## src/rtl/rlrm_pkg.sv

```systemverilog
// Package for the run-length range mapper: word types, status codes, defaults.
`default_nettype none

package rlrm_pkg;

  // Default capacity of the run table
  localparam int unsigned MAX_RUNS_DEFAULT = 1024;

  // Fixed result field widths
  localparam int unsigned IDX_W = 11;
  localparam int unsigned LEN_W = 31;
  localparam int unsigned POS_W = 32;

  typedef enum logic {
    CMD_APPEND = 1'b0,
    CMD_MAP    = 1'b1
  } cmd_t;

  typedef enum logic [2:0] {
    STATUS_OK            = 3'd0,
    STATUS_TOO_LONG      = 3'd1,
    STATUS_TABLE_FULL    = 3'd2,
    STATUS_INVALID_RANGE = 3'd3,
    STATUS_OUT_OF_BOUNDS = 3'd4
  } status_t;

  // Input word
  typedef struct packed {
    cmd_t                    cmd;
    logic                    new_table;
    logic [LEN_W-1:0]        run_length;
    logic                    range_missing;
    logic signed [POS_W-1:0] pos_first;
    logic signed [POS_W-1:0] pos_last;
  } item_t;

  // Result word
  typedef struct packed {
    status_t          status;
    logic [IDX_W-1:0] first_run;
    logic [IDX_W-1:0] span;
    logic [LEN_W-1:0] left_trim;
    logic [LEN_W-1:0] right_trim;
  } result_t;

  // Map job handed from the front to the back (run count travels beside it)
  typedef struct packed {
    status_t                 status;
    logic signed [POS_W-1:0] pos_first;
    logic signed [POS_W-1:0] pos_last;
  } map_job_t;

endpackage

`default_nettype wire

```

## src/rtl/rlrm_back.sv

```systemverilog
// Back end: binary searches the run table for each map job and drives results.
`default_nettype none

module rlrm_back
  import rlrm_pkg::*;
#(
  parameter int unsigned MAX_RUNS = MAX_RUNS_DEFAULT,
  localparam int unsigned CW = $clog2(MAX_RUNS + 1),
  localparam int unsigned AW = (MAX_RUNS > 1) ? $clog2(MAX_RUNS) : 1
) (
  input  wire logic             clk,
  input  wire logic             rst,
  input  wire logic             job_valid,
  input  wire map_job_t         job,
  input  wire logic [CW-1:0]    job_count,
  output      logic             job_pop,
  output      logic [AW-1:0]    rd_addr,
  input  wire logic [LEN_W-1:0] rd_data,
  output      logic             busy,
  output      logic             result_valid,
  input  wire logic             result_stall,
  output      result_t          result
);

  typedef enum logic [6:0] {
    S_IDLE      = 7'b0000001,
    S_ADDR      = 7'b0000010,
    S_CMP       = 7'b0000100,
    S_RD_BEFORE = 7'b0001000,
    S_RD_END    = 7'b0010000,
    S_RD_DONE   = 7'b0100000,
    S_RESULT    = 7'b1000000
  } state_t;

  state_t           state;
  logic             last_phase;
  logic [CW-1:0]    lo;
  logic [CW-1:0]    hi;
  logic [CW-1:0]    first;
  logic [CW-1:0]    count;
  logic [POS_W-1:0] target;
  logic [POS_W-1:0] start_pos;
  logic [POS_W-1:0] end_pos;
  logic             has_width;
  logic [LEN_W-1:0] prior_end;
  result_t          res;

  logic [CW:0]      mid_sum;
  logic [CW-1:0]    mid;
  logic [CW-1:0]    first_m1;
  logic             out_free;

  assign mid_sum  = {1'b0, lo} + {1'b0, hi};
  assign mid      = mid_sum[CW:1];
  assign first_m1 = first - CW'(1);
  assign out_free = !result_valid || !result_stall;
  assign busy     = (state != S_IDLE);
  assign job_pop  = (state == S_IDLE) && job_valid;

  // Table read address
  always_comb begin
    case (state)
      S_RD_BEFORE: rd_addr = first_m1[AW-1:0];
      S_RD_END:    rd_addr = lo[AW-1:0];
      default:     rd_addr = mid[AW-1:0];
    endcase
  end

  // Search sequencer
  always_ff @(posedge clk) begin
    if (rst) begin
      state        <= S_IDLE;
      last_phase   <= 1'b0;
      result_valid <= 1'b0;
    end else begin
      if (result_valid && !result_stall && state != S_RESULT) begin
        result_valid <= 1'b0;
      end
      case (state)
        S_IDLE: begin
          if (job_valid) begin
            start_pos      <= job.pos_first;
            end_pos        <= job.pos_last;
            has_width      <= (job.pos_last >= job.pos_first);
            count          <= job_count;
            lo             <= '0;
            hi             <= job_count;
            target         <= job.pos_first;
            last_phase     <= 1'b0;
            res.status     <= job.status;
            res.first_run  <= '0;
            res.span       <= '0;
            res.left_trim  <= '0;
            res.right_trim <= '0;
            if (job.status == STATUS_OK) begin
              state <= S_ADDR;
            end else begin
              state <= S_RESULT;
            end
          end
        end
        S_ADDR: begin
          if (lo == hi) begin
            if (!last_phase) begin
              first <= lo;
              if (has_width) begin
                hi         <= count;
                target     <= end_pos;
                last_phase <= 1'b1;
              end else begin
                res.first_run <= IDX_W'(lo);
                state         <= S_RESULT;
              end
            end else begin
              state <= S_RD_BEFORE;
            end
          end else begin
            state <= S_CMP;
          end
        end
        S_CMP: begin
          if ({1'b0, rd_data} < target) begin
            lo <= mid + CW'(1);
          end else begin
            hi <= mid;
          end
          state <= S_ADDR;
        end
        S_RD_BEFORE: begin
          state <= S_RD_END;
        end
        S_RD_END: begin
          prior_end <= (first == '0) ? '0 : rd_data;
          state     <= S_RD_DONE;
        end
        S_RD_DONE: begin
          res.first_run  <= IDX_W'(first);
          res.span       <= IDX_W'(lo - first + CW'(1));
          res.left_trim  <= start_pos[LEN_W-1:0] - LEN_W'(1) - prior_end;
          res.right_trim <= rd_data - end_pos[LEN_W-1:0];
          state          <= S_RESULT;
        end
        S_RESULT: begin
          if (out_free) begin
            result       <= res;
            result_valid <= 1'b1;
            state        <= S_IDLE;
          end
        end
        default: state <= S_IDLE;
      endcase
    end
  end

endmodule

`default_nettype wire

```

## config.mk

```make
export PLATFORM = sky130hd
export DESIGN_NAME = rlrm_back
export DESIGN_NICKNAME = d
export VERILOG_FILES = /design/src/rtl/rlrm_pkg.sv /design/src/rtl/rlrm_back.sv
export SDC_FILE = /design/constraint.sdc
export NUM_CORES = 1
export LEC_CHECK = 0
export ABC_AREA = 0
export BUFFER_PORTS_ARGS = -buffer_cell sky130_fd_sc_hd__buf_2
export CORE_ASPECT_RATIO = 0.5
export CORE_MARGIN = 2
export CORE_UTILIZATION = 35
export CTS_CLUSTER_SIZE = 14
export DETAILED_ROUTE_END_ITERATION = 16
export SLEW_MARGIN = 20
export SYNTH_ARGS = -nofsm -noshare
export SYNTH_HDL_FRONTEND = slang
export SYNTH_SLANG_ARGS = --single-unit
```

## constraint.sdc

```tcl
create_clock -name clk -period 8.65 [get_ports clk]
set_clock_uncertainty 0.2 [all_clocks]
set_input_delay 0.865 -clock clk [delete_from_list [all_inputs] [get_ports clk]]
set_output_delay 0.865 -clock clk [all_outputs]
set_load 0.005 [all_outputs]
```

# Word-level counts from Yosys, hierarchy flattened
# Index checks and enable logic that the tools add are counted.
dict set report totals {
  reg_bits 354
  in_bits 113
  output_inout_bits 100
}
dict set report op_classes {
  addsub 8
  magnitude_cmp 2
  n_eq_ne 19
  muxes 36
  bitwise 2
  n_reduce_logical 24
}
# cell count
set op_table {}
lappend op_table {{one-hot mux 73 bit (2 select lines)} 1}
lappend op_table {{two-way mux 32 bit} 4}
lappend op_table {{two-way mux 11 bit} 10}
lappend op_table {{two-way mux 84 bit} 1}
lappend op_table {{one-hot mux 11 bit (3 select lines)} 2}
lappend op_table {{one-hot mux 32 bit (2 select lines)} 1}
lappend op_table {{subtractor 31 bit} 2}
lappend op_table {{one-hot mux 7 bit (7 select lines)} 1}
lappend op_table {{two-way mux 7 bit} 6}
lappend op_table {{greater-or-equal comparator 32 bit} 1}
lappend op_table {{< comparator 31 x 32 -> 1 bit} 1}
lappend op_table {{subtractor 31 x 1 -> 31 bit (second input constant)} 1}
lappend op_table {{adder 11 x 1 -> 11 bit (second input constant)} 2}
lappend op_table {{one-hot mux 11 bit (2 select lines)} 1}
lappend op_table {{one-hot mux 10 bit (2 select lines)} 1}
lappend op_table {{!= test 2 bit (second input constant)} 8}
lappend op_table {{AND reduction 3 bit} 5}
lappend op_table {{adder 11 x 11 -> 12 bit} 1}
lappend op_table {{AND reduction 6 bit} 2}
lappend op_table {{== test 11 bit} 1}
lappend op_table {{zero test 11 bit} 1}
lappend op_table {{subtractor 11 bit} 1}
lappend op_table {{subtractor 10 x 1 -> 10 bit (second input constant)} 1}
lappend op_table {{AND reduction 4 bit} 2}
lappend op_table {{other kinds (21)} 34}

# Longest topological paths before layout
dict set report depth {
  ltp_word 6
  depth_mapped 14
  ltp_nobuf 14
}

# Worst setup path after synthesis
# No wires, ideal clock.
dict set report synth_timing {
  kind {in2reg}
  start {input port rst}
  end {register result[0] (netlist name) (enable)}
  t_arrival_ns 7.408
  required_ns 7.793
  setup_slack_ns 0.385
  path_stages 2
  n_path_buf 1
  path_cell_list {clkbuf_1 nor3b_1}
}
dict set report synth_between {
  elab_chain_len 2
}
# item line_no
set synth_lines {}
lappend synth_lines {{start: declaration} rlrm_back.sv:12} ;# input wire logic rst,
lappend synth_lines {{NOT 1 bit (no source line)} -}
lappend synth_lines {{AND reduction 3 bit (no source line)} -}
lappend synth_lines {{end signal: assignment} rlrm_back.sv:145} ;# result <= res;
lappend synth_lines {{end: declaration} rlrm_back.sv:22} ;# output result_t result
# No other way between the ends.
# A chain may end at the register's enable or synchronous reset.

# Worst setup path after layout
dict set report layout_timing {
  start {register lo[0]}
  end {output port rd_addr[9]}
}
dict set report layout_between {
  elab_chain_len 2
}
# item line_no
set layout_lines {}
lappend layout_lines {{start: declaration} rlrm_back.sv:37} ;# logic [CW-1:0] lo;
lappend layout_lines {{start signal: assignment} rlrm_back.sv:123} ;# lo <= mid + CW'(1);
lappend layout_lines {{adder 11 x 11 -> 12 bit} rlrm_back.sv:53} ;# assign mid_sum = {1'b0, lo} + {1'b0, hi};
lappend layout_lines {{one-hot mux 10 bit (2 select lines)} rlrm_back.sv:62} ;# case (state)
lappend layout_lines {{end: declaration} rlrm_back.sv:17} ;# output logic [AW-1:0] rd_addr,
# No other way between the ends.

==> impl_metrics.json <==
{
  "outcome": "completed",
  "ys_types": 68,
  "fmax_mhz": 227.4,
  "cts_resized": 0,
  "cts.sinks": 354,
  "drt_iter0_markers": 811,
  "hold_path_class": "reg -> reg",
  "power.total_w": 0.004195,
  "setup_violations": 0,
  "grt_pass1_vias": 12570,
  "grt_pass1_wl_um": 71780,
  "wl_per_cell_um": 18.41,
  "gr-usage-all-layers_pct": 17.08,
  "worstSkewPairLatency_ps": 540,
  "via_per_inst": 4.994,
  "cap_viol_max_count": 0,
  "design_area_sq_mm": 0.02167,
  "cp_data_arrival_time_ps": 3330,
  "antenna_found_initial": 1,
  "rows": 59,
  "cp_data_required_time_ps": 7590,
  "drc_errors": 0,
  "preCtsSetupSlack_ps": 4386,
  "p_leak_nw": 8.880,
  "coreArea_sq_mm": 0.05219,
  "synth_edf_count": 345,
  "clk_path_buf_depth": 3,
  "worstMarginPinSlew_ps": 1001,
  "synthFlopType": "edfxtp_1",
  "syn_avg_cell_area_sq_um": 11.56,
  "synth_nets": 1878,
  "cts_root_buf": "clkbuf_16",
  "dieArea_sq_mm": 0.05506,
  "fin_crit_sh_pct": 50.85,
  "grt_max_degree": 77,
  "cts_tree": "built",
  "synth_seq_cells": 354,
  "maxSlewViolCount": 0,
  "crit_path_start_kind": "flop",
  "die_w_um": 329.9,
  "fin_setup_tns_ps": 0,
  "final.min_clock_period_ps": 4398,
  "cts_setup_buffers": 0,
  "nets": 2098,
  "path_max_fanout": 5,
  "drt_first_pass_iters": 7,
  "ctsHoldBuffers": 0,
  "initial_utilization_pct": 35.61,
  "area_growth_pct": 16.62,
  "ys_seq_area_share_pct": 56.72,
  "drive_above_1_share_pct": 16.28,
  "slew_headroom_pct": 33.26,
  "vias": 12780,
  "fp.dieH_um": 166.9,
  "netlist_area_sq_mm": 0.01858,
  "r2r_slack_ps": 4900,
  "portBuffers": 212,
  "synth_top_cells_by_count": "edfxtp_1 (345), inv_1 (161), ha_1 (154)",
  "vdd_drop_max_mv": 0.1092,
  "yosys_warnings": 0,
  "yosysMostFrequentCell": "edfxtp_1",
  "placed_cell_area_sq_mm": 0.02050,
  "worst_hold_slack_ps": 214.4,
  "path_clk_slew_ps": 70,
  "hpwl_um": 35440,
  "crit_type": "reg -> out",
  "grt_overflow": 0,
  "htree_levels": 2,
  "numCtsBuffers": 37,
  "rsz0062_at_grt": "no",
  "num_io_pins": 213,
  "synth_area_leaders": "edfxtp_1 (56%), ha_1 (10%), inv_1 (3.3%)",
  "ant_nets": 0,
  "gp_congestion": 0.8897,
  "wirelength_um": 47100,
  "crit_path_end_kind": "output port",
  "async_reset_ff_share_pct": 0,
  "p_per_area_mw_per_mm2": 193.6,
  "setup_slack_ps": 4252,
  "hold_violations": 0,
  "synth.largest_area_cell": "edfxtp_1",
  "synth.top_cell.area_share_pct": 55.75,
  "syn_inst": 1607
}
## kinds of logic (layout without fill, tap and decap cells)
| kind of cell | Yosys count | count (layout) | synth area share, % |
|---|---|---|---|
| fa+ha+maj | 158 | 158 | 10.80 |
| xor+xnor | 75 | 75 | 3.535 |
| buf+inv | 206 | 454 | 4.175 |
| simple gates | 435 | 435 | 11.31 |
| other cells | 0 | 2 | 0 |
| mux | 7 | 7 | 0.3905 |
| flops | 354 | 354 | 56.72 |
| compound gates | 372 | 372 | 13.07 |
## per-stage QoR
| stage | instances | util, % |
|---|---|---|
| after CTS | 2556 | 41.51 |
| after floorplan | 1607 | - |
| after global routing | 2557 | 41.52 |
| after global placement | 2489 | 39.27 |
| after detailed placement | 2489 | 39.27 |
| final | 2558 | 41.52 |
## worst max-delay path: stages, from the launching register on
cell	delay, ps
edfxtp_1	490
ha_1	280
fa_1	410
a21o_1	210
a221oi_1	430
o31ai_1	120
a21o_1	220
xor2_1	160
a22oi_1	190
o21ai_0	130
buf_2	160
## cell usage in the layout, fill, tap and decap left out, drive strengths merged, types with 6 or more instances in the layout
cell and n:
edfxtp 345, buf 226, inv 161, ha 154, nor2 132, nand2 114
o21ai 94, a21oi 82, a21o 66, xnor2 43, clkbuf 42, and2 39
xor2 32, nand4 25, nor3 22, nand3 21, clkinv 21, o21a 18
nor2b 16, a31oi 16, nand2b 14, a22oi 12, nor3b 12, o31ai 11
and3 10, a211oi 10, dfxtp 9, o21bai 8, or3 7, o211ai 7
o221ai 6, nor4 6
## worst paths after layout
kind                                to             startpoint  cells past startpoint
hold reg to reg   result[48]$_DFFE_PP_  res[48]$_SDFFCE_PP0P_                      0
hold / removal    result[48]$_DFFE_PP_  res[48]$_SDFFCE_PP0P_                      0
setup / recovery            rd_addr[9]    lo[0]$_SDFFCE_PP0P_                     10
setup reg to reg       hi[0]$_DFFE_PP_    lo[9]$_SDFFCE_PP0P_                      7
## state kept, by name, indices dropped and copies added (netlist names)
| register | count |
|---|---|
| target | 32 |
| count | 11 |
| has_width | 1 |
| last_phase | 1 |
| res | 87 |
| first | 11 |
| lo | 11 |
| result | 87 |
| result_valid | 1 |
| prior_end | 31 |
| end_pos | 32 |
| hi | 11 |
| start_pos | 31 |
| state | 7 |
## report_power, final
group | internal (W) | total [W] | switching, W
registers | 0.00198 | 0.00202 | 0.0000329
logic | 0.000233 | 0.000603 | 0.000370
clock network | 0.000894 | 0.00158 | 0.000682
total | 0.00311 | 0.00419 | 0.00108
## per-layer routing
layer	track usage, %	wire [um]	vias up
met5	0	0	-
met4	3.854	827	0
met3	2.799	2117	52
met2	31.15	24290	285
met1	21.06	19860	6118
li1	-	-	6320
## cell type report
class | count | area (sq um)
sequential | 354 | 10540
clock buffer | 42 | 965.9
fill | 4983 | 30520
antenna | 2 | 5.005
tap | 701 | 877.1
clock inverter | 25 | 203.9
timing repair buffer | 226 | 1166
multi-input combinational | 1047 | 7308
inverter | 161 | 604.3
Power figures use the tool's default switching activity.
