[src/rtl/rlrm_pkg.sv]
// Package for the run-length range mapper: word types, status codes, defaults.
`default_nettype none

package rlrm_pkg;

  // Default capacity of the run table
  localparam int unsigned MAX_RUNS_DEFAULT = 1024;

  // Fixed result field widths
  localparam int unsigned IDX_W = 11;
  localparam int unsigned LEN_W = 31;
  localparam int unsigned POS_W = 32;

  typedef enum logic {
    CMD_APPEND = 1'b0,
    CMD_MAP    = 1'b1
  } cmd_t;

  typedef enum logic [2:0] {
    STATUS_OK            = 3'd0,
    STATUS_TOO_LONG      = 3'd1,
    STATUS_TABLE_FULL    = 3'd2,
    STATUS_INVALID_RANGE = 3'd3,
    STATUS_OUT_OF_BOUNDS = 3'd4
  } status_t;

  // Input word
  typedef struct packed {
    cmd_t                    cmd;
    logic                    new_table;
    logic [LEN_W-1:0]        run_length;
    logic                    range_missing;
    logic signed [POS_W-1:0] pos_first;
    logic signed [POS_W-1:0] pos_last;
  } item_t;

  // Result word
  typedef struct packed {
    status_t          status;
    logic [IDX_W-1:0] first_run;
    logic [IDX_W-1:0] span;
    logic [LEN_W-1:0] left_trim;
    logic [LEN_W-1:0] right_trim;
  } result_t;

  // Map job handed from the front to the back (run count travels beside it)
  typedef struct packed {
    status_t                 status;
    logic signed [POS_W-1:0] pos_first;
    logic signed [POS_W-1:0] pos_last;
  } map_job_t;

endpackage

`default_nettype wire

[src/rtl/rlrm_front.sv]
// Front end: takes input words, applies appends to the table, classifies map words.
`default_nettype none

module rlrm_front
  import rlrm_pkg::*;
#(
  parameter int unsigned MAX_RUNS = MAX_RUNS_DEFAULT,
  localparam int unsigned CW = $clog2(MAX_RUNS + 1),
  localparam int unsigned AW = (MAX_RUNS > 1) ? $clog2(MAX_RUNS) : 1
) (
  input  wire logic            clk,
  input  wire logic            rst,
  input  wire logic            item_valid,
  output      logic            item_stall,
  input  wire item_t           item,
  input  wire logic            table_busy,
  output      logic            job_push,
  output      map_job_t        job,
  output      logic [CW-1:0]   job_count,
  input  wire logic            queue_full,
  output      logic            wr_en,
  output      logic [AW-1:0]   wr_addr,
  output      logic [LEN_W-1:0] wr_data
);

  logic [CW-1:0]    run_count;
  logic [LEN_W-1:0] total_length;
  logic             too_long;
  logic             table_full;

  logic             accept;
  logic [CW-1:0]    cnt_c;
  logic [LEN_W-1:0] tot_c;
  logic             flags_c;
  logic [LEN_W:0]   sum;
  logic             len_zero;
  logic             cnt_max;
  logic signed [POS_W:0] start_m1;
  logic signed [POS_W:0] end_x;
  logic             bad_range;
  logic             oob;

  // Maps wait for queue room; a table restart waits until no map reads the table
  always_comb begin
    if (item.cmd == CMD_MAP) begin
      item_stall = queue_full;
    end else begin
      item_stall = item.new_table && table_busy;
    end
  end

  assign accept = item_valid && !item_stall;

  // Append path
  always_comb begin
    cnt_c    = item.new_table ? '0 : run_count;
    tot_c    = item.new_table ? '0 : total_length;
    flags_c  = item.new_table ? 1'b0 : (too_long || table_full);
    sum      = {1'b0, tot_c} + {1'b0, item.run_length};
    len_zero = (item.run_length == '0);
    cnt_max  = (cnt_c == CW'(MAX_RUNS));
  end

  assign wr_en   = accept && (item.cmd == CMD_APPEND) && !len_zero && !flags_c &&
                   !cnt_max && !sum[LEN_W];
  assign wr_addr = cnt_c[AW-1:0];
  assign wr_data = sum[LEN_W-1:0];

  always_ff @(posedge clk) begin
    if (rst) begin
      run_count    <= '0;
      total_length <= '0;
      too_long     <= 1'b0;
      table_full   <= 1'b0;
    end else if (accept && item.cmd == CMD_APPEND) begin
      if (len_zero || flags_c) begin
        run_count    <= cnt_c;
        total_length <= tot_c;
        too_long     <= too_long && !item.new_table;
        table_full   <= table_full && !item.new_table;
      end else if (cnt_max) begin
        run_count    <= cnt_c;
        total_length <= tot_c;
        too_long     <= 1'b0;
        table_full   <= 1'b1;
      end else if (sum[LEN_W]) begin
        run_count    <= cnt_c;
        total_length <= tot_c;
        too_long     <= 1'b1;
        table_full   <= 1'b0;
      end else begin
        run_count    <= cnt_c + CW'(1);
        total_length <= sum[LEN_W-1:0];
        too_long     <= 1'b0;
        table_full   <= 1'b0;
      end
    end
  end

  // Map classification, in priority order
  always_comb begin
    start_m1  = $signed({item.pos_first[POS_W-1], item.pos_first}) - 33'sd1;
    end_x     = $signed({item.pos_last[POS_W-1], item.pos_last});
    bad_range = item.range_missing || (end_x < start_m1);
    oob       = (item.pos_first < 32'sd1) ||
                (item.pos_last > $signed({1'b0, total_length}));
    job.pos_first = item.pos_first;
    job.pos_last  = item.pos_last;
    if (too_long) begin
      job.status = STATUS_TOO_LONG;
    end else if (table_full) begin
      job.status = STATUS_TABLE_FULL;
    end else if (bad_range) begin
      job.status = STATUS_INVALID_RANGE;
    end else if (oob) begin
      job.status = STATUS_OUT_OF_BOUNDS;
    end else begin
      job.status = STATUS_OK;
    end
  end

  assign job_push  = accept && (item.cmd == CMD_MAP);
  assign job_count = run_count;

endmodule

`default_nettype wire

[config.mk]
export PLATFORM = sky130hd
export DESIGN_NAME = rlrm_front
export DESIGN_NICKNAME = d
export VERILOG_FILES = /design/src/rtl/rlrm_pkg.sv /design/src/rtl/rlrm_front.sv
export SDC_FILE = /design/constraint.sdc
export NUM_CORES = 1
export LEC_CHECK = 0
export BUFFER_PORTS_ARGS = -buffer_cell sky130_fd_sc_hd__buf_2
export CORE_ASPECT_RATIO = 0.8
export CORE_MARGIN = 2
export CORE_UTILIZATION = 46
export CTS_CLUSTER_SIZE = 40
export DETAILED_ROUTE_END_ITERATION = 6
export GPL_TIMING_DRIVEN = 0
export PLACE_DENSITY = 0.75
export SLEW_MARGIN = 15
export SYNTH_ARGS = -nofsm -noshare
export SYNTH_HDL_FRONTEND = slang
export SYNTH_SLANG_ARGS = --single-unit
[constraint.sdc]
create_clock -name clk -period 4.5 [get_ports clk]
set_input_delay 0.225 -clock clk [delete_from_list [all_inputs] [get_ports clk]]
set_output_delay 0.225 -clock clk [all_outputs]
set_load 0.01 [all_outputs]
==> After elaboration in Yosys (flattened, before gate mapping) <==
Index checks and enable logic that the tools add are counted.
{ "totals": {"elab_cells": 52, "ff_bits": 44, "output_inout_bits": 122, "inputBits": 103} }
{ "op_classes": {"n_mux": 19, "bitwise": 1, "n_eq_ne": 1, "order_cmp": 3, "reduce_logical": 21, "n_addsub": 3} }
{ "op_table": {"columns": ["cell", "n"], "rows": [
  ["31-bit 2-to-1 mux", 4],
  ["11-bit 2-to-1 mux", 4],
  ["32-bit by 33-bit less-than comparator with 1-bit output", 1],
  ["32-bit by 2-bit subtractor with 33-bit output (second input constant)", 1],
  ["31-bit by 31-bit adder with 32-bit output", 1],
  ["32-bit greater-than comparator", 1],
  ["32-bit by 2-bit less-than comparator with 1-bit output (second input constant)", 1],
  ["31-bit logical NOT", 1],
  ["3-bit 2-to-1 mux", 4],
  ["11-bit by 1-bit adder with 11-bit output (second input constant)", 1],
  ["11-bit == test (second input constant)", 1],
  ["1-bit logical AND", 10],
  ["1-bit 2-to-1 mux", 7],
  ["1-bit logical NOT", 6],
  ["1-bit logical OR", 4],
  ["1-bit inverter", 1]
]} }

==> Depth between registers and ports, before layout <==
Gate-level depths: netlist of run 1.
{ "depth": {"word_depth": 9, "depth_mapped": 17, "ltp_nobuf": 17} }

==> Worst setup path before layout of run 1 <==
Ideal clock, no wire load.
{ "synth_path": {"path_type": "input port to output port", "start": "in item[38] (netlist name)", "end": "out job[66] (netlist name)", "path_slack_ns": 0.801, "arrival_ns": 3.474, "t_required_ns": 4.275, "path_buffers": 0, "cell_stages": 15, "path_cell_list": "or3_1 > or4_1 > nor2_1 > nand2_1 > nor4_1 > xnor2_1 > ha_1 > nand4_1 > or2_2 > nor2_1 > a221oi_1 > a21oi_1 > o31ai_1 > a221oi_1 > o311a_1"} }
{ "synth_rtl": {"columns": ["element", "line_no", "rtl"], "rows": [
  ["start: declaration", "rlrm_front.sv:15", "input wire item_t item,"],
  ["end: declaration", "rlrm_front.sv:18", "output map_job_t job,"]
]} }

==> run metrics, run 1 <==
status finished clean; CTS clk-pin slew, worst paths 0.07 ns; # setup viols final 0; Clock Skews 0.00779 ns; IO Port Bufs 222; Avg Synthesized Cell Area 7.76 um2; CTS buffer count 5; ys async rst share 0%; Via density 5.53; cell with the most instances after synthesis ha_1; # nets final 1254; crit-path cells buf_2 > inv_1 > ha_1 > nand2_1 > or4_4 > nor2_2 > nand2_1 > nor3_1 > xnor2_1 > ha_1 > nand4_1 > or2_2 > nor2_1 > nand4b_1 > a21oi_1 > o31ai_1 > a221oi_2 > o311a_1 > buf_2; worst rel slew slack 52.0%; antenna-violating nets left 0; vias 6827; Hold Fails Final Rpt 0; initial antenna violation count 0; RSZ-0062 raised after global routing false; core region area 13600 um2; Post-synth top cells ha_1 (97), nor2_1 (79), buf_4 (64); total gr overflow 0; critical path start-end classification primary input to output port; PwrDens 185 nW/um2; vias in the first global route 6104; sequential element share of the synthesized area 13.8%; layout cells sized above 1 32.3%; fin area 7920 um2; synthesis-stage register bit count 44; peak supply drop 0.162 mV; max capacitance violation total 0; CP Capture Type output port; antenna cells 0; DRT Pass-1 Iters 4; Final Wtd Congestion 0.919; worst slew pin tran 0.711 ns; post-synth cell types 78; io pins 225; Max Clk Rate 236 MHz; Synth Instances 824; crit-path max cell delay 0.54 ns; first-pass GRT wire length 30.9 mm; Post-Place Setup Slack -0.0698 ns; die height 109 um; Worst Slack Setup Final 0.264 ns; Max FO, Critical Path 5; Syn Nets 1025; largest net degree at the start of global routing 15; CP required 4.28 ns; synth top area cells ha_1 (19%), dfxtp_1 (14%), buf_4 (7.5%); First DRT Iteration DRCs 416; Post-synth EDFFs 0; CTS tree done; post-layout util 58.4%; Worst setup SP type primary input; Hold Crit Class primary input to flop; worst-skew pair later-pin latency 0.29 ns; CTS Hold Bufs 0; gr usage total 26.4%; Clock Root Buffer clkbuf_16; total power 1460 uW; Fillers 1325; arrival time worst endpoint 4.01 ns; hpwl dp 17.3 mm; Synth top area share 19.0%; H-Tree Depth 2; cell area after synthesis 6390 um2; synthesis warning total 0; cell taking the most area after synthesis ha_1; starting density of the core 47.2%; post-CTS setup repair buffer count 0; Final Max Slew Viols 0; ys flop type dfxtp_1; Routed WL 20.3 mm; LEAKAGE 0.00390 uW; Final Cycle Share 94.1%; Clock Path Buffers 2; CTS sink count 44; average wire per standard cell 16.5 um; drt drc 0; Die Wd 136 um; CP max stage cell or4_4; dpl cell area 7730 um2; row cnt 38; minimum clock period 4.24 ns; Syn-to-layout area delta 23.9%; Die Area 14900 um2
[through the flow]
stage / TNS, ns / std cells / hold WS [ns]
floorplan: 0 / 824 / 0.442
global placement: -0.0521 / 1226 / 0.457
detailed placement: -0.0698 / 1226 / 0.457
CTS: 0 / 1234 / 0.254
global route: 0 / 1234 / 0.284
finish: 0 / 1234 / 0.253
[final cells by class]
| cell class | count | area (um2) | share of cell area, % |
|---|---|---|---|
| Buffer | 92 | 637 | 8.04 |
| Timing Repair Buffer | 222 | 1110 | 14.0 |
| Clock inverter | 2 | 38.8 | 0.490 |
| Multi-Input combinational cell | 637 | 4700 | 59.3 |
| Sequential cell | 44 | 881 | 11.1 |
| Tap cell | 180 | 225 | 2.84 |
| Inverter | 51 | 191 | 2.42 |
| Clock buffer | 6 | 139 | 1.75 |
[sequential cells by signal, indices dropped and copies added, names as in the netlist]
name and count:
total_length 31, table_full 1, too_long 1, job_count 11
[cells by family after synthesis]
family	count (synthesis)	share of synthesized area [%]
XOR/XNOR	62	8.49
AO/OA/AOI/OAI	191	21.3
buffers and inverters	143	13.0
multiplexers	1	0.157
flip-flops	44	13.8
adder cells (fa/ha/maj)	98	19.3
AND/OR/NAND/NOR	285	24.0
[where the power goes]
group / switching (uW) / internal [uW] / total [uW]
sequential: 9.15 / 405 / 414
combinational: 338 / 267 / 605
clock: 164 / 278 / 442
[cells in the final DEF (no fill, tap or decap), types with 6 or more instances in the layout]
master    count
a21o_1       32
a21oi_1      45
a22o_1       31
a31oi_1       7
and4_1        6
buf_2       233
buf_4        64
clkbuf_1     12
dfxtp_1      44
ha_1         97
inv_1        51
nand2_1      63
nand3_1      16
nand4_1      17
nor2_1       78
nor2b_1      13
nor3_1       22
nor4_1       15
o21a_1       10
o21ai_0      24
or3_1         6
xnor2_1      34
xor2_1       28
[path summary, 6_finish.rpt]
| check | from | end | slack [ns] | cells past startpoint |
|---|---|---|---|---|
| min | rst | total_length[12]$_SDFFE_PP0P_ | 0.25 | 2 |
| max reg2reg | total_length[0]$_SDFFE_PP0P_ | total_length[30]$_SDFFE_PP0P_ | 1.34 | 12 |
| min reg2reg | total_length[15]$_SDFFE_PP0P_ | total_length[15]$_SDFFE_PP0P_ | 0.48 | 1 |
| max | item[32] | job[66] | 0.26 | 19 |
[what timing repair did]
| action | in CTS | in global routing |
|---|---|---|
| gates resized for setup | 1 | 2 |
| endpoints found under the setup margin | 1 | 3 |
| pin swaps | 0 | 1 |
[routing by layer]
layer  vias to the layer above  track usage [%]  part of all wire [%]
met1                      3157             37.5                    46
li1                       3374                -                     -
met2                       269             43.1                    45
met5                         -                0                     0
met4                         0             6.32                   1.9
met3                        27             2.49                   7.6
[critical path, delay by kind of cell]
family	cells	cell delay [ns]
xor+xnor	1	0.11
buf+inv	3	0.32
simple gates	9	1.95
compound gates	4	0.89
fa+ha+maj	2	0.50
Power figures use the tool's default switching activity.
==> run 2: changes to the inputs <==
GPL_ROUTABILITY_DRIVEN = 0   (was unset)
RECOVER_POWER = 100   (was unset)
==> run 2 against run 1 <==
  * Core utilization shrank 1.8 points
  * Combinational power shrank 4.1%
  * Setup slack worse by 0.11 ns
  * Critical endpoint is now wr_data[30]
  * Highest routed layer unchanged
==> run metrics, run 2 (synthesis results as in run 1) <==
status finished clean; hpwl dp 16.9 mm (-2.2%); Worst setup SP type primary input; antenna-violating nets left 0 (unchanged); CP max stage cell clkbuf_1; Crit path buffers/inverters 4 (+1); crit-path cells clkbuf_1 > clkbuf_1 > clkbuf_1 > nor2_1 > ha_1 > o21a_1 > o31a_1 > o2111ai_1 > a21oi_1 > o21ai_0 > o31ai_1 > xor2_1 > clkbuf_2; layout cells sized above 1 20.8% (-11 points); Clock Skews 0.00706 ns (-0.000733 ns); Routed WL 19.8 mm (-2.4%); IO Port Bufs 222 (unchanged); worst slew pin tran 0.625 ns (-0.0860 ns); post-CTS setup repair buffer count 0 (unchanged); CTS buffer count 5 (unchanged); max capacitance violation total 0 (unchanged); first-pass GRT wire length 29.7 mm (-4.0%); First DRT Iteration DRCs 411 (-1.2%); Clock Path Buffers 2 (unchanged); antenna cells 0 (unchanged); Die Wd 136 um (unchanged); CTS tree done; DRT Pass-1 Iters 5 (+1); # setup viols final 0 (unchanged); average wire per standard cell 16.1 um (-2.3%); Max FO, Critical Path 10 (+5); peak supply drop 0.142 mV (-12%); CTS sink count 44 (unchanged); Multi-input gate area 4650 um2 (-0.96%); most frequent cells in the layout clkbuf_1 (125), buf_2 (116), ha_1 (97); Crit path max-delay family compound AO/OA/AOI/OAI gates; sequential cell area 881 um2 (unchanged); crit-path max cell delay 0.54 ns (about the same); Die Area 14900 um2 (unchanged); Hold Crit Class primary input to flop; commonest non-fill, non-tap cell in the layout clkbuf_1; Final Cycle Share 96.7% (+2.5 points); CP Capture Type output port; vias 6753 (-1.1%); Final Max Slew Viols 0 (unchanged); worst rel slew slack 57.9% (+5.9 points); Hold WS 0.247 ns (-0.00553 ns); CP dominant cell by count clkbuf_1; arrival time worst endpoint 4.12 ns (+0.11 ns); io pins 225 (unchanged); starting density of the core 47.2% (unchanged); # nets final 1254 (unchanged); LEAKAGE 0.00352 uW (-9.8%); CTS clk-pin slew, worst paths 0.07 ns (about the same); largest net degree at the start of global routing 14 (-1); critical path start-end classification primary input to output port; most flop-heavy register total_length; drt drc 0 (unchanged); PwrDens 176 nW/um2 (-4.4%); Hold Fails Final Rpt 0 (unchanged); core region area 13600 um2 (unchanged); CP required 4.28 ns (about the same); H-Tree Depth 2 (unchanged); Max Clk Rate 230 MHz (-2.6%); vias in the first global route 5846 (-4.2%); setup TNS 0 ns (unchanged); gr usage total 25.3% (-1.1 points); Clock Root Buffer clkbuf_16; minimum clock period 4.35 ns (+0.113 ns); row cnt 38 (unchanged); max FFs per register 31 (unchanged); total gr overflow 0 (unchanged); Syn-to-layout area delta 20.0%; Via density 5.48 (-1.0%); worst-skew pair later-pin latency 0.28 ns (about the same); initial antenna violation count 0 (unchanged); Fillers 1413 (+6.6%); die height 109 um (unchanged)
run 2: changes by cell type in the layout (fill, tap and decap cells not counted), sizes merged:
cell,change
bufinv,-1
buf,-120
clkinvlp,+1
clkbuf,+119
run 2: layout make-up:
type                    instances  area share [%]
multi-input cells             637            60.6
clock buffers                   5            1.63
repair buffers                222            12.7
clock inverters                 2           0.163
plain buffers                  92            8.02
flip-flops and latches         44            11.5
well taps                     180            2.93
inverters                      51            2.49
run 2: through the flow:
| stage | std cells | util (%) | power, uW | worst slack [ns] | instance area [um2] |
|---|---|---|---|---|---|
| 6_report | 1233 | 56.6 | 1350 | 0.151 | 7670 |
| 3_5_place_dp | 1226 | 57.0 | 1020 | -0.111 | 7730 |
| 3_3_place_gp | 1226 | 57.0 | 1010 | -0.0721 | 7730 |
| 4_1_cts | 1233 | 58.1 | 1380 | 0.0286 | 7870 |
| 5_1_grt | 1233 | 56.6 | 1440 | -0.000979 | 7670 |
| 2_1_floorplan | 824 | - | 792 | 0.801 | 6390 |
run 2: power by group:
part / switching, uW / leakage, uW / internal [uW] / total, uW
sequential: 8.90 / 0.000357 / 405 / 414
combinational: 332 / 0.00310 / 248 / 580
clock: 159 / 0.0000657 / 202 / 361
total: 500 / 0.00352 / 854 / 1350
run 2: what timing repair did:
item	4_1_cts	5_1_grt
gates resized for setup	1	2
hold buffers	0	0
endpoints found under the setup margin	1	3
run 2: worst paths after layout:
| check | start | endpoint | slack [ns] | cells after the start |
|---|---|---|---|---|
| max | item[96] | wr_data[30] | 0.15 | 13 |
| min | rst | total_length[12]$_SDFFE_PP0P_ | 0.25 | 2 |
| max reg2reg | total_length[22]$_SDFFE_PP0P_ | job_count[1]$_SDFFE_PP0P_ | 1.21 | 14 |
| min reg2reg | total_length[4]$_SDFFE_PP0P_ | total_length[4]$_SDFFE_PP0P_ | 0.47 | 1 |
run 2: routing by layer:
layer | GRT usage (%) | wire length (um) | vias up
li1 | - | - | 3367
met1 | 36.5 | 9280 | 3095
met2 | 41.2 | 8740 | 275
met3 | 3.23 | 1590 | 16
met4 | 3.79 | 210 | 0
met5 | 0 | 0 | -
==> run 3: changes to the inputs <==
PLACE_DENSITY = 0.86   (was 0.75)
SKIP_LAST_GASP = 1   (was unset)
==> run 3 against run 2 <==
  * Die area is the same
  * Flip-flop and latch count is the same
  * Combinational power grew 2%
  * Maximum frequency grew 1.7%
  * Final cell count grew 0.16%
  * Via count grew 3.7%
  * Register-to-register slack lost 0.28 ns
  * Design area grew 0.95%
  * Sequential power is essentially flat
  * Largest cell class unchanged
==> run metrics, run 3 (synthesis results as in run 1) <==
commonest non-fill, non-tap cell in the layout clkbuf_1; vias 7001 (+3.7%); worst slew pin tran 0.838 ns (+0.213 ns); peak supply drop 0.150 mV (+6.1%); Max Clk Rate 234 MHz (+1.7%); core region area 13600 um2 (unchanged); post-layout util 57.2% (+0.54 points); drt drc 0 (unchanged); dpl cell area 7730 um2 (unchanged); arrival time worst endpoint 4.05 ns (-0.07 ns); row cnt 38 (unchanged); largest net degree at the start of global routing 15 (+1); gr usage total 26.0% (+0.73 points); minimum clock period 4.28 ns (-0.0735 ns); PwrDens 187 nW/um2 (+6.2%); register-to-register setup slack 0.93 ns (-0.28 ns); antenna-violating nets left 0 (unchanged); Clock Root Buffer clkbuf_16; CTS clk-pin slew, worst paths 0.07 ns (about the same); initial antenna violation count 0 (unchanged); Worst setup SP type primary input; Clock Path Buffers 2 (unchanged); Clock Skews 0.00899 ns (+0.00193 ns); Die Area 14900 um2 (unchanged); Via density 5.67 (+3.5%); first-pass GRT wire length 30.6 mm (+2.9%); Hold Crit Class primary input to flop; most flop-heavy register total_length; average wire per standard cell 16.5 um (+2.8%); CTS sink count 44 (unchanged); worst-skew pair later-pin latency 0.29 ns (about the same); Syn-to-layout area delta 21.2%; H-Tree Depth 2 (unchanged); die height 109 um (unchanged); vias in the first global route 6137 (+5.0%); max capacitance violation total 0 (unchanged); # nets final 1255 (+0.080%); Routed WL 20.4 mm (+3.0%); io pins 225 (unchanged); total gr overflow 0 (unchanged); hpwl dp 17.1 mm (+1.5%); IO Port Bufs 222 (unchanged); starting density of the core 47.2% (unchanged); status finished clean; Max FO, Critical Path 10 (unchanged); total power 1450 uW (+7.2%); worst rel slew slack 43.8% (-14 points); DRT Pass-1 Iters 5 (unchanged); LEAKAGE 0.00355 uW (+0.67%); CP Capture Type output port; max FFs per register 31 (unchanged); Worst R2R Path Depth 12 (-2); Final Cycle Share 95.0% (-1.6 points); Die Wd 136 um (unchanged); # setup viols final 0 (unchanged); layout cells sized above 1 20.8% (-0.039 points); critical path start-end classification primary input to output port; CP required 4.28 ns (about the same); CTS tree done; CTS buffer count 5 (unchanged); First DRT Iteration DRCs 479 (+17%); fin area 7750 um2 (+0.95%); worst hold path stage count 2 (unchanged); RSZ-0062 raised after global routing false; Hold Fails Final Rpt 0 (unchanged); most frequent cells in the layout clkbuf_1 (130), buf_2 (112), ha_1 (97); antenna cells 0 (unchanged); Final Max Slew Viols 0 (unchanged)
run 3: layout make-up:
class / count / area [um2]
buffer: 92 / 636
multi-input combinational: 637 / 4660
tap: 180 / 225
fill: 1315 / 5800
inverter: 51 / 191
clock buffer: 6 / 139
clock inverter: 2 / 38.8
timing repair buffer: 223 / 972
sequential: 44 / 881
run 3: power by group:
part           internal [uW]  leakage, uW  switching (uW)
combinational            251      0.00310             338
sequential               405     0.000357            9.37
clock                    279    0.0000871             170
total                    935      0.00355             517
run 3: routing by layer:
layer  track usage (%)  share of wire (%)  wire, um  vias to the layer above
met2              44.6                 46      9350                      338
met5                 0                  0         0                        -
met4              6.55                2.1       425                        0
met1              35.6                 44      8900                     3263
met3              1.98                8.5      1740                       29
li1                  -                  -         -                     3371
run 3: metrics by stage:
stage          setup TNS (ns)  setup WS, ns  instances  hold slack, ns
2_1_floorplan               0         0.801        824           0.442
3_5_place_dp           -0.310        -0.157       1226           0.455
6_report                    0         0.224       1235           0.229
3_3_place_gp           -0.221        -0.119       1226           0.456
5_1_grt                     0       0.00892       1235           0.260
4_1_cts                     0        0.0460       1234           0.226
run 3: critical path: stages:
cell and delay (ns):
buf_2 0.20, clkbuf_1 0.45, clkbuf_1 0.49, nor2_1 0.10, ha_1 0.36, o21a_1 0.20
o31a_1 0.14, o2111ai_1 0.39, a21oi_1 0.15, o21ai_0 0.59, o31ai_1 0.19, xor2_1 0.35
clkbuf_1 0.20
run 3: final timing paths:
check / startpoint / endpoint
worst max register to register: total_length[9]$_SDFFE_PP0P_ / total_length[6]$_SDFFE_PP0P_
worst max-delay path: item[96] / wr_data[30]
worst min-delay path: rst / total_length[12]$_SDFFE_PP0P_
worst min register to register: total_length[18]$_SDFFE_PP0P_ / total_length[18]$_SDFFE_PP0P_
run 3: timing repair:
item / in CTS / in global routing
setup endpoints to repair: 3 / 3
cloned: 0 / 0
hold buffers: 0 / 0
pin swaps: 0 / 1
gates resized for setup: 2 / 5
setup buffers: 0 / 1
